`src/sv/aes_kx_pkg.sv`:
```
// ----------------------------------------------------------------------------
// aes_kx_pkg
// Types, constants and helper functions for the AES-128 key expansion block.
// ----------------------------------------------------------------------------
package aes_kx_pkg;

  localparam int ROUNDS              = 10;
  localparam int RIDX_W              = 4;
  localparam int DEFAULT_QUEUE_DEPTH = 2;

  localparam logic [RIDX_W-1:0] LAST_ROUND = RIDX_W'(ROUNDS);
  localparam logic [7:0]        RC_INIT    = 8'h01;
  localparam logic [7:0]        RC_POLY    = 8'h1b;

  typedef struct packed {
    logic [63:0] key_hi;
    logic [63:0] key_lo;
  } kx_req_t;

  typedef struct packed {
    logic [RIDX_W-1:0] round_index;
    logic [63:0]       round_key_hi;
    logic [63:0]       round_key_lo;
    logic              last;
  } kx_res_t;

  localparam logic [7:0] SBOX [256] = '{
    8'h63, 8'h7c, 8'h77, 8'h7b, 8'hf2, 8'h6b, 8'h6f, 8'hc5,
    8'h30, 8'h01, 8'h67, 8'h2b, 8'hfe, 8'hd7, 8'hab, 8'h76,
    8'hca, 8'h82, 8'hc9, 8'h7d, 8'hfa, 8'h59, 8'h47, 8'hf0,
    8'had, 8'hd4, 8'ha2, 8'haf, 8'h9c, 8'ha4, 8'h72, 8'hc0,
    8'hb7, 8'hfd, 8'h93, 8'h26, 8'h36, 8'h3f, 8'hf7, 8'hcc,
    8'h34, 8'ha5, 8'he5, 8'hf1, 8'h71, 8'hd8, 8'h31, 8'h15,
    8'h04, 8'hc7, 8'h23, 8'hc3, 8'h18, 8'h96, 8'h05, 8'h9a,
    8'h07, 8'h12, 8'h80, 8'he2, 8'heb, 8'h27, 8'hb2, 8'h75,
    8'h09, 8'h83, 8'h2c, 8'h1a, 8'h1b, 8'h6e, 8'h5a, 8'ha0,
    8'h52, 8'h3b, 8'hd6, 8'hb3, 8'h29, 8'he3, 8'h2f, 8'h84,
    8'h53, 8'hd1, 8'h00, 8'hed, 8'h20, 8'hfc, 8'hb1, 8'h5b,
    8'h6a, 8'hcb, 8'hbe, 8'h39, 8'h4a, 8'h4c, 8'h58, 8'hcf,
    8'hd0, 8'hef, 8'haa, 8'hfb, 8'h43, 8'h4d, 8'h33, 8'h85,
    8'h45, 8'hf9, 8'h02, 8'h7f, 8'h50, 8'h3c, 8'h9f, 8'ha8,
    8'h51, 8'ha3, 8'h40, 8'h8f, 8'h92, 8'h9d, 8'h38, 8'hf5,
    8'hbc, 8'hb6, 8'hda, 8'h21, 8'h10, 8'hff, 8'hf3, 8'hd2,
    8'hcd, 8'h0c, 8'h13, 8'hec, 8'h5f, 8'h97, 8'h44, 8'h17,
    8'hc4, 8'ha7, 8'h7e, 8'h3d, 8'h64, 8'h5d, 8'h19, 8'h73,
    8'h60, 8'h81, 8'h4f, 8'hdc, 8'h22, 8'h2a, 8'h90, 8'h88,
    8'h46, 8'hee, 8'hb8, 8'h14, 8'hde, 8'h5e, 8'h0b, 8'hdb,
    8'he0, 8'h32, 8'h3a, 8'h0a, 8'h49, 8'h06, 8'h24, 8'h5c,
    8'hc2, 8'hd3, 8'hac, 8'h62, 8'h91, 8'h95, 8'he4, 8'h79,
    8'he7, 8'hc8, 8'h37, 8'h6d, 8'h8d, 8'hd5, 8'h4e, 8'ha9,
    8'h6c, 8'h56, 8'hf4, 8'hea, 8'h65, 8'h7a, 8'hae, 8'h08,
    8'hba, 8'h78, 8'h25, 8'h2e, 8'h1c, 8'ha6, 8'hb4, 8'hc6,
    8'he8, 8'hdd, 8'h74, 8'h1f, 8'h4b, 8'hbd, 8'h8b, 8'h8a,
    8'h70, 8'h3e, 8'hb5, 8'h66, 8'h48, 8'h03, 8'hf6, 8'h0e,
    8'h61, 8'h35, 8'h57, 8'hb9, 8'h86, 8'hc1, 8'h1d, 8'h9e,
    8'he1, 8'hf8, 8'h98, 8'h11, 8'h69, 8'hd9, 8'h8e, 8'h94,
    8'h9b, 8'h1e, 8'h87, 8'he9, 8'hce, 8'h55, 8'h28, 8'hdf,
    8'h8c, 8'ha1, 8'h89, 8'h0d, 8'hbf, 8'he6, 8'h42, 8'h68,
    8'h41, 8'h99, 8'h2d, 8'h0f, 8'hb0, 8'h54, 8'hbb, 8'h16
  };

  function automatic logic [31:0] sub_word(input logic [31:0] w);
    return {SBOX[w[31:24]], SBOX[w[23:16]], SBOX[w[15:8]], SBOX[w[7:0]]};
  endfunction

  function automatic logic [7:0] gf_double(input logic [7:0] x);
    return {x[6:0], 1'b0} ^ (x[7] ? RC_POLY : 8'h00);
  endfunction

  // One step of the schedule: four new words from the previous round key.
  function automatic logic [127:0] next_round_key(input logic [127:0] k,
                                                  input logic [7:0]   rc);
    logic [31:0] t;
    logic [31:0] w0;
    logic [31:0] w1;
    logic [31:0] w2;
    logic [31:0] w3;
    t  = sub_word({k[23:0], k[31:24]}) ^ {rc, 24'h000000};
    w0 = k[127:96] ^ t;
    w1 = k[95:64]  ^ w0;
    w2 = k[63:32]  ^ w1;
    w3 = k[31:0]   ^ w2;
    return {w0, w1, w2, w3};
  endfunction

endpackage

```
`src/sv/aes128_key_expansion.sv`:
```
// ----------------------------------------------------------------------------
// aes128_key_expansion
// AES-128 key schedule: one cipher key in, eleven round keys out.
// ----------------------------------------------------------------------------
//  channel   handshake        payload                                    dir
//  request   start / busy     req    {key_hi, key_lo}                    in
//  result    done (strobe)    result {round_index, round_key_hi/lo, last} out
//
//  Each key occupies the round unit for one run, one round key per cycle;
//  a queued key starts as soon as the previous run ends, with no gap between runs.
//  On an idle block a taken request passes the queue and the key register before round 0 appears.
//  busy is high only while the request queue (QUEUE_DEPTH keys) is full.
//  Results are strobed for a single cycle; the receiver cannot stall.
//  Synchronous reset empties the queue and aborts any run in progress.
// ----------------------------------------------------------------------------
module aes128_key_expansion #(
  parameter int QUEUE_DEPTH = aes_kx_pkg::DEFAULT_QUEUE_DEPTH
) (
  input  logic                clk,
  input  logic                rst,
  input  logic                start,
  output logic                busy,
  input  aes_kx_pkg::kx_req_t req,
  output logic                done,
  output aes_kx_pkg::kx_res_t result
);
  import aes_kx_pkg::*;

  logic    head_valid;
  kx_req_t head;
  logic    pop;

  aes_kx_queue #(
    .DEPTH (QUEUE_DEPTH)
  ) u_queue (
    .clk        (clk),
    .rst        (rst),
    .start      (start),
    .req        (req),
    .busy       (busy),
    .head_valid (head_valid),
    .head       (head),
    .pop        (pop)
  );

  aes_kx_round u_round (
    .clk        (clk),
    .rst        (rst),
    .head_valid (head_valid),
    .head       (head),
    .pop        (pop),
    .done       (done),
    .result     (result)
  );

  // a run never breaks off before its last round key
  a_run_continues: assert property (@(posedge clk) disable iff (rst)
    done && !result.last |=> done && (result.round_index == $past(result.round_index) + 1'b1))
    else $error("round key sequence broken");

  a_last_round: assert property (@(posedge clk) disable iff (rst)
    done && result.last |-> result.round_index == LAST_ROUND)
    else $error("last flag on wrong round");

  a_run_starts_at_zero: assert property (@(posedge clk) disable iff (rst)
    $rose(done) |-> result.round_index == '0)
    else $error("run does not start at round 0");

  a_after_last: assert property (@(posedge clk) disable iff (rst)
    done && result.last ##1 done |-> result.round_index == '0)
    else $error("new run does not start at round 0");

endmodule

```
`src/sv/aes_kx_queue.sv`:
```
// ----------------------------------------------------------------------------
// aes_kx_queue
// Front end: takes key requests and holds them until the round unit is free.
// ----------------------------------------------------------------------------
module aes_kx_queue #(
  parameter int DEPTH = 2
) (
  input  logic              clk,
  input  logic              rst,
  input  logic              start,
  input  aes_kx_pkg::kx_req_t req,
  output logic              busy,
  output logic              head_valid,
  output aes_kx_pkg::kx_req_t head,
  input  logic              pop
);
  import aes_kx_pkg::*;

  localparam int PW = (DEPTH > 1) ? $clog2(DEPTH) : 1;
  localparam int CW = $clog2(DEPTH + 1);

  kx_req_t         entries [DEPTH];
  logic [PW-1:0]   wr_ptr;
  logic [PW-1:0]   rd_ptr;
  logic [CW-1:0]   count;
  logic            push;
  logic            do_pop;

  assign busy       = (count == CW'(DEPTH));
  assign head_valid = (count != '0);
  assign head       = entries[rd_ptr];
  assign push       = start && !busy;
  assign do_pop     = pop && head_valid;

  always_ff @(posedge clk) begin
    if (push) begin
      entries[wr_ptr] <= req;
    end
  end

  always_ff @(posedge clk) begin
    if (rst) begin
      wr_ptr <= '0;
      rd_ptr <= '0;
      count  <= '0;
    end else begin
      if (push) begin
        wr_ptr <= (wr_ptr == PW'(DEPTH - 1)) ? '0 : wr_ptr + 1'b1;
      end
      if (do_pop) begin
        rd_ptr <= (rd_ptr == PW'(DEPTH - 1)) ? '0 : rd_ptr + 1'b1;
      end
      unique case ({push, do_pop})
        2'b10:   count <= count + 1'b1;
        2'b01:   count <= count - 1'b1;
        default: count <= count;
      endcase
    end
  end

endmodule

```
`src/sv/aes_kx_round.sv`:
```
// ----------------------------------------------------------------------------
// aes_kx_round
// Back end: expands one key per run, one round key per cycle, registered out.
// ----------------------------------------------------------------------------
module aes_kx_round (
  input  logic                clk,
  input  logic                rst,
  input  logic                head_valid,
  input  aes_kx_pkg::kx_req_t head,
  output logic                pop,
  output logic                done,
  output aes_kx_pkg::kx_res_t result
);
  import aes_kx_pkg::*;

  logic              active;
  logic [RIDX_W-1:0] round;
  logic [7:0]        rc;
  logic [127:0]      cur_key;
  logic [127:0]      cur_key_next;
  logic              at_last;
  logic              load;

  assign at_last      = (round == LAST_ROUND);
  // pick up the next key in the cycle round 10 is being registered, so runs abut
  assign load         = head_valid && (!active || at_last);
  assign pop          = load;
  assign cur_key_next = next_round_key(cur_key, rc);

  always_ff @(posedge clk) begin
    if (rst) begin
      active <= 1'b0;
      done   <= 1'b0;
    end else begin
      done   <= active;
      active <= load || (active && !at_last);
    end
  end

  always_ff @(posedge clk) begin
    if (active) begin
      result.round_index  <= round;
      result.round_key_hi <= cur_key[127:64];
      result.round_key_lo <= cur_key[63:0];
      result.last         <= at_last;
    end
    if (load) begin
      cur_key <= {head.key_hi, head.key_lo};
      round   <= '0;
      rc      <= RC_INIT;
    end else if (active) begin
      cur_key <= cur_key_next;
      round   <= round + 1'b1;
      rc      <= gf_double(rc);
    end
  end

endmodule
```
`config.mk`:
```
export PLATFORM = sky130hd
export DESIGN_NAME = aes128_key_expansion
export DESIGN_NICKNAME = d
export VERILOG_FILES = /design/src/sv/aes_kx_pkg.sv /design/src/sv/aes128_key_expansion.sv /design/src/sv/aes_kx_queue.sv /design/src/sv/aes_kx_round.sv
export SDC_FILE = /design/constraint.sdc
export NUM_CORES = 1
export LEC_CHECK = 0
export ABC_AREA = 1
export BUFFER_PORTS_ARGS = -buffer_cell sky130_fd_sc_hd__clkbuf_2
export CAP_MARGIN = 20
export CORE_MARGIN = 2
export CORE_UTILIZATION = 50
export DETAILED_ROUTE_END_ITERATION = 10
export HOLD_SLACK_MARGIN = 0.06
export PLACE_DENSITY_LB_ADDON = 0.25
export SLEW_MARGIN = 20
export SYNTH_ARGS = -nofsm -noshare
export SYNTH_HDL_FRONTEND = slang
export SYNTH_HIERARCHICAL = 1
export SYNTH_SLANG_ARGS = --single-unit
export TNS_END_PERCENT = 30
```
`constraint.sdc`:
```
create_clock -name clk -period 9.6 [get_ports clk]
set_input_delay 1.92 -clock clk [delete_from_list [all_inputs] [get_ports clk]]
set_output_delay 1.92 -clock clk [all_outputs]
set_load 0.02 [all_outputs]
```
# --- After elaboration in Yosys (flattened, before gate mapping) ---
# Memory sizes are Yosys's and may differ from the RTL's. A register that Yosys moved wholly into a read port is not among the register bits.
# Index checks and enable logic that the tools add are counted.
word_totals:
  mem_count: 5
  latch_bits: 0
  mem_bits_rw: 256
  romBits: 8192
  reg_bits: 279
  elab_cells: 70
op_classes:
  shift: 0
  n_mul: 0
  eq_ne: 4
  order_cmp: 4
  mux: 18
  add_sub_neg: 5
  n_reduce_logical: 12
  bitwise_logic: 10
  div_mod_pow: 0
memory_table:
  columns: ["memory", "words", "word_bits", "rd", "rd_clocked_by_memory_dff", "write_ports", "line_no", "text"]
  rows:
  - ["(name not given)", 256, 8, 1, 0, 0, "aes_kx_pkg.sv:63", "return {SBOX[w[31:24]], SBOX[w[23:16]], SBOX[w[15:8]], SBOX[w[7:0]]};"]
  - ["(name not given)", 256, 8, 1, 0, 0, "aes_kx_pkg.sv:63", null]
  - ["(name not given)", 256, 8, 1, 0, 0, "aes_kx_pkg.sv:63", null]
  - ["(name not given)", 256, 8, 1, 0, 0, "aes_kx_pkg.sv:63", null]
  - ["u_queue.entries", 2, 128, 1, 1, 1, "aes_kx_queue.sv:22", "kx_req_t entries [DEPTH];"]
ops:
  columns: ["operator", "count"]
  rows:
  - ["$mux 128", 2]
  - ["$xor 32x32->32", 5]
  - ["$mux 8", 8]
  - ["$ge 9x9->1 const B", 4]
  - ["$not 8->9", 4]
  - ["$xor 8x8->8", 1]
  - ["$mux 1", 6]
  - ["$reduce_bool 2->1", 3]
  - ["$mux 5", 1]
  - ["$add 4x1->4 const B", 1]
  - ["$eq 2x2->1 const B", 2]
  - ["$eq 4x4->1 const B", 1]
  - ["$logic_and 1x1->1", 4]
  - ["$pmux 2 s2", 1]
  - ["$logic_not 1->1", 3]
  - ["$add 1x1->1 const B", 2]
  - ["$add 2x1->2 const B", 1]
  - ["$eq 2x1->1 const B", 1]
  - ["$logic_or 1x1->1", 2]
  - ["$sub 2x1->2 const B", 1]

# --- Depth between registers and ports, before layout ---
depth:
  depth_word: 11
  ltp_mapped: 23
  ltp_nobuf: 21

# --- Cells and area by module ---
# Netlist, hierarchy kept.
by_module_without_submodules:
  columns: ["mod", "cells_per_inst", "area_each_um2", "instances"]
  rows:
  - ["aes_kx_round", 3716, 24312.1, 1]
  - ["aes_kx_queue", 438, 9552.9, 1]

# --- Least setup slack after synthesis ---
# No wires, ideal clock.
synth_timing:
  kind: "input to register"
  start: "input port start"
  end: "memory u_queue/entries[0][0] (netlist name), enable pin"
  cell_stages: 4
  path_buffers: 0
  arrival_ns: 7.492
  setup_slack_ns: 1.491
  setup_time_ns: 0.616
  required_time_ns: 8.984
  path_cell_list: "inv_1 -> nor2_1 -> inv_1 -> nor2_1"
synth_between:
  elab_chain_cells: 3
synth_lines:
  columns: ["element", "line_no", "text"]
  rows:
  - ["start, declared", "aes128_key_expansion.sv:21", "input logic start,"]
  - ["$logic_and 1x1->1", "aes_kx_queue.sv:32", "assign push = start && !busy;"]
  - ["$mux 1", "aes_kx_queue.sv:36", "if (push) begin"]
  - ["$mux 1 (not written as such)", "aes_kx_queue.sv:37", "entries[wr_ptr] <= req;"]
  - ["end, declared", "aes_kx_queue.sv:22", null]
# Every way passes these cells.

# --- Worst setup path after layout ---
layout_timing:
  start: "register u_round.cur_key[24]"
  end: "register u_round.cur_key[1], data pin"
layout_between:
  elab_chain_cells: 11
layout_lines:
  columns: ["element", "line_no", "text"]
  rows:
  - ["start, declared", "aes_kx_round.sv:19", "logic [127:0] cur_key;"]
  - ["start signal, assigned", "aes_kx_round.sv:48", "cur_key <= {head.key_hi, head.key_lo};"]
  - ["start signal, assigned", "aes_kx_round.sv:52", "cur_key <= cur_key_next;"]
  - ["$not 8->9 (not written as such)", "aes_kx_pkg.sv:63", null]
  - ["$mem_v2 256x8", null, null]
  - ["$mux 8 (not written as such) (2 in a row)", "aes_kx_pkg.sv:63", null]
  - ["$xor 32x32->32", "aes_kx_pkg.sv:78", "t = sub_word({k[23:0], k[31:24]}) ^ {rc, 24'h000000};"]
  - ["$xor 32x32->32", "aes_kx_pkg.sv:79", "w0 = k[127:96] ^ t;"]
  - ["$xor 32x32->32", "aes_kx_pkg.sv:80", "w1 = k[95:64] ^ w0;"]
  - ["$xor 32x32->32", "aes_kx_pkg.sv:81", "w2 = k[63:32] ^ w1;"]
  - ["$xor 32x32->32", "aes_kx_pkg.sv:82", "w3 = k[31:0] ^ w2;"]
  - ["$mux 128", "aes_kx_round.sv:51", "end else if (active) begin"]
  - ["$mux 128", "aes_kx_round.sv:47", "if (load) begin"]
# Every way passes these cells. The select of a mux whose other input is x is not followed.
# A chain may end at the register's enable or synchronous reset.

==> flow_metrics.tcl <==
set metrics [dict create \
    status "completed" \
    clock.fmax_mhz 224 \
    start_util 0.504 \
    die_w_microns 264 \
    hold_buffers 0 \
    slowest_stage "edfxtp_1" \
    port-buffer-count 265 \
    tightest_slew_ns 1.10 \
    grtUsageTotal 0.326 \
    ys_types 36 \
    fin_setup_tns_ns 0 \
    critPathMaxFanout 15 \
    io_pins 266 \
    vias 32300 \
    slew_violations 0 \
    drt_iter0_drc 5363 \
    root_buffer "clkbuf_16" \
    critPathRequiredTime_ns 9.99 \
    hp-class "reg2reg" \
    clk_pin_slew_ns 0.06 \
    cpPeakStageDelay_ns 0.87 \
    crit_buf_inv 1 \
    synth_nets 4348 \
    drt-pass1-iter-count 7 \
    avgSynthCellArea_sq_um 8.15 \
    startpoint "u_round/cur_key[24]" \
    ys_seq_area_frac 0.470 \
    grt_remaining_overflow 0 \
    critical_path_class "reg2reg" \
    cts_resized 0 \
    fin_nets 4458 \
    post-route-min-period_ns 4.46 \
    synth_area_sq_um 33900 \
    setup_viol 0 \
    wl_per_cell_microns 22.8 \
    worstPathArrival_ns 4.85 \
    cap_violations 0 \
    timing.final.crit_share 0.464 \
    rsz0062_at_grt "false" \
    cp-end-kind "register" \
    cp_top_family "simple AND/OR/NAND/NOR gates" \
    gp_routability_congestion 1.02 \
    finClkSkew_ns 0.0323 \
    h-tree-depth 2 \
    fin_ws_ns 5.14 \
    cts_tree "done" \
    crit_path_cell_trace "inv_1, ha_1, nand2_1, nand2_1, nand2_1, nand4_1, nand2_1, nand3_1, nand3_1, nand2_1, nand2_1, nand3b_1, nand2_1, nand2_1, nand3_1, nand3_1, nand2_1" \
    cp_common_cell "nand2_1" \
    relSlewSlack 0.267 \
    place_ws_ns 5.29 \
    die_h_microns 264 \
    core-area_sq_um 67200 \
    clk_latency_ns 0.63 \
    ant_nets 0 \
    vias_per_cell 6.23 \
    hold_start "u_round/cur_key[77]" \
    drc_errors 0 \
    synthToLayoutAreaGrowth_pct 9.35 \
    syn_inst 4154 \
    yosys_register_bits 536 \
    grt_pass1_vias 29300 \
    dieArea_sq_um 69800 \
    hold_violations 0 \
    yosysWarnings 6 \
    rows 95 \
    antenna_found_initial 8 \
    cts_setup_buffers 0 \
    drive_above_1_share 0.140 \
    cts_buffers 57 \
    r2r-start "u_round/cur_key[24]" \
    clock_sinks 536 \
    cp-start-kind "register" \
    routed_wl_mm 118 \
    clk_path_buf_depth 3 \
    grt_pass1_wl_mm 176 \
    dpl.hpwl_mm 79.7 \
    grt_max_degree 118 \
]
[final cells by class]
cell class	instances	area [sq um]
diodes	2	5.00
clock buffers	66	1500
clock inverters	34	287
fillers	6225	30100
inverters	219	840
multi-input cells	3143	15700
flip-flops and latches	536	15900
well taps	873	1090
repair buffers	307	1670
[per-stage QoR]
stage / utilization / instances / hold WS, ns / cell area [sq um]
global placement: 0.524 / 5077 / 0.445 / 35200
finish: 0.551 / 5180 / 0.471 / 37000
CTS: 0.551 / 5178 / 0.463 / 37000
detailed placement: 0.525 / 5078 / 0.461 / 35200
global route: 0.551 / 5180 / 0.484 / 37000
floorplan: - / 4154 / 0.421 / 33900
[synthesized netlist by cell type (all sizes together)]
library cell | number | area share
or2 | 2 | 0.00037
dfxtp | 19 | 0.011
edfxtp | 517 | 0.46
nor2 | 267 | 0.030
clkbuf | 75 | 0.011
nand3b | 16 | 0.0035
mux2 | 128 | 0.043
nand3 | 1201 | 0.18
inv | 216 | 0.024
o211ai | 8 | 0.0018
nand4 | 22 | 0.0041
buf | 181 | 0.032
o31ai | 1 | 0.00022
xnor2 | 2 | 0.00052
nand2 | 1152 | 0.13
ha | 63 | 0.023
xor2 | 7 | 0.0018
o21ai | 59 | 0.0087
a21oi | 117 | 0.018
a31oi | 98 | 0.018
clkinv | 3 | 0.00033
[placed cells by master, fill, tap and decap left out, types with 49 or more instances in the layout]
cell type / netlist / routed
clkbuf_2: 0 / 265
edfxtp_1: 517 / 517
nand3_1: 1193 / 1193
clkbuf_16: 0 / 59
mux2_2: 128 / 128
a21oi_1: 111 / 111
inv_1: 199 / 195
o21ai_0: 49 / 49
a31oi_1: 98 / 98
ha_1: 63 / 63
nor2_1: 258 / 257
nand2_1: 1116 / 1114
[registers in the layout, summed over array words and instances, names as in the netlist, named ones only]
register / flops
u_queue/count: 2
u_queue/entries: 256
u_queue/rd_ptr: 1
u_queue/wr_ptr: 1
u_round/active: 1
u_round/cur_key: 128
u_round/done: 1
u_round/rc: 8
u_round/result: 133
u_round/round: 4
[cell families (layout without fill, tap and decap cells)]
kind of cell	Yosys count	count (layout)	share of synthesized area
buf+inv	475	626	0.0669
mux	128	128	0.0426
xor+xnor	9	9	0.00233
simple gates	2660	2660	0.348
flops	536	536	0.470
other cells	0	2	0
fa+ha+maj	63	63	0.0233
compound gates	283	283	0.0470
[worst paths after layout]
path | end | slack [ns] | cells past startpoint
max | u_round/cur_key[1] | 5.14 | 17
min | u_round/result[78] | 0.47 | 0
min reg2reg | u_round/result[78] | 0.47 | 0
max reg2reg | u_round/cur_key[1] | 5.14 | 17
[layer usage]
layer | part of all wire | vias up | global-route usage
met2 | 0.44 | 2132 | 0.497
met4 | 0.050 | 10 | 0.149
met1 | 0.40 | 15000 | 0.444
met3 | 0.11 | 388 | 0.0735
met5 | 0.00052 | - | 0
li1 | - | 14700 | -
Power is not shown: default switching activity piles up to over one toggle a cycle in this logic, so the estimate is an artifact.
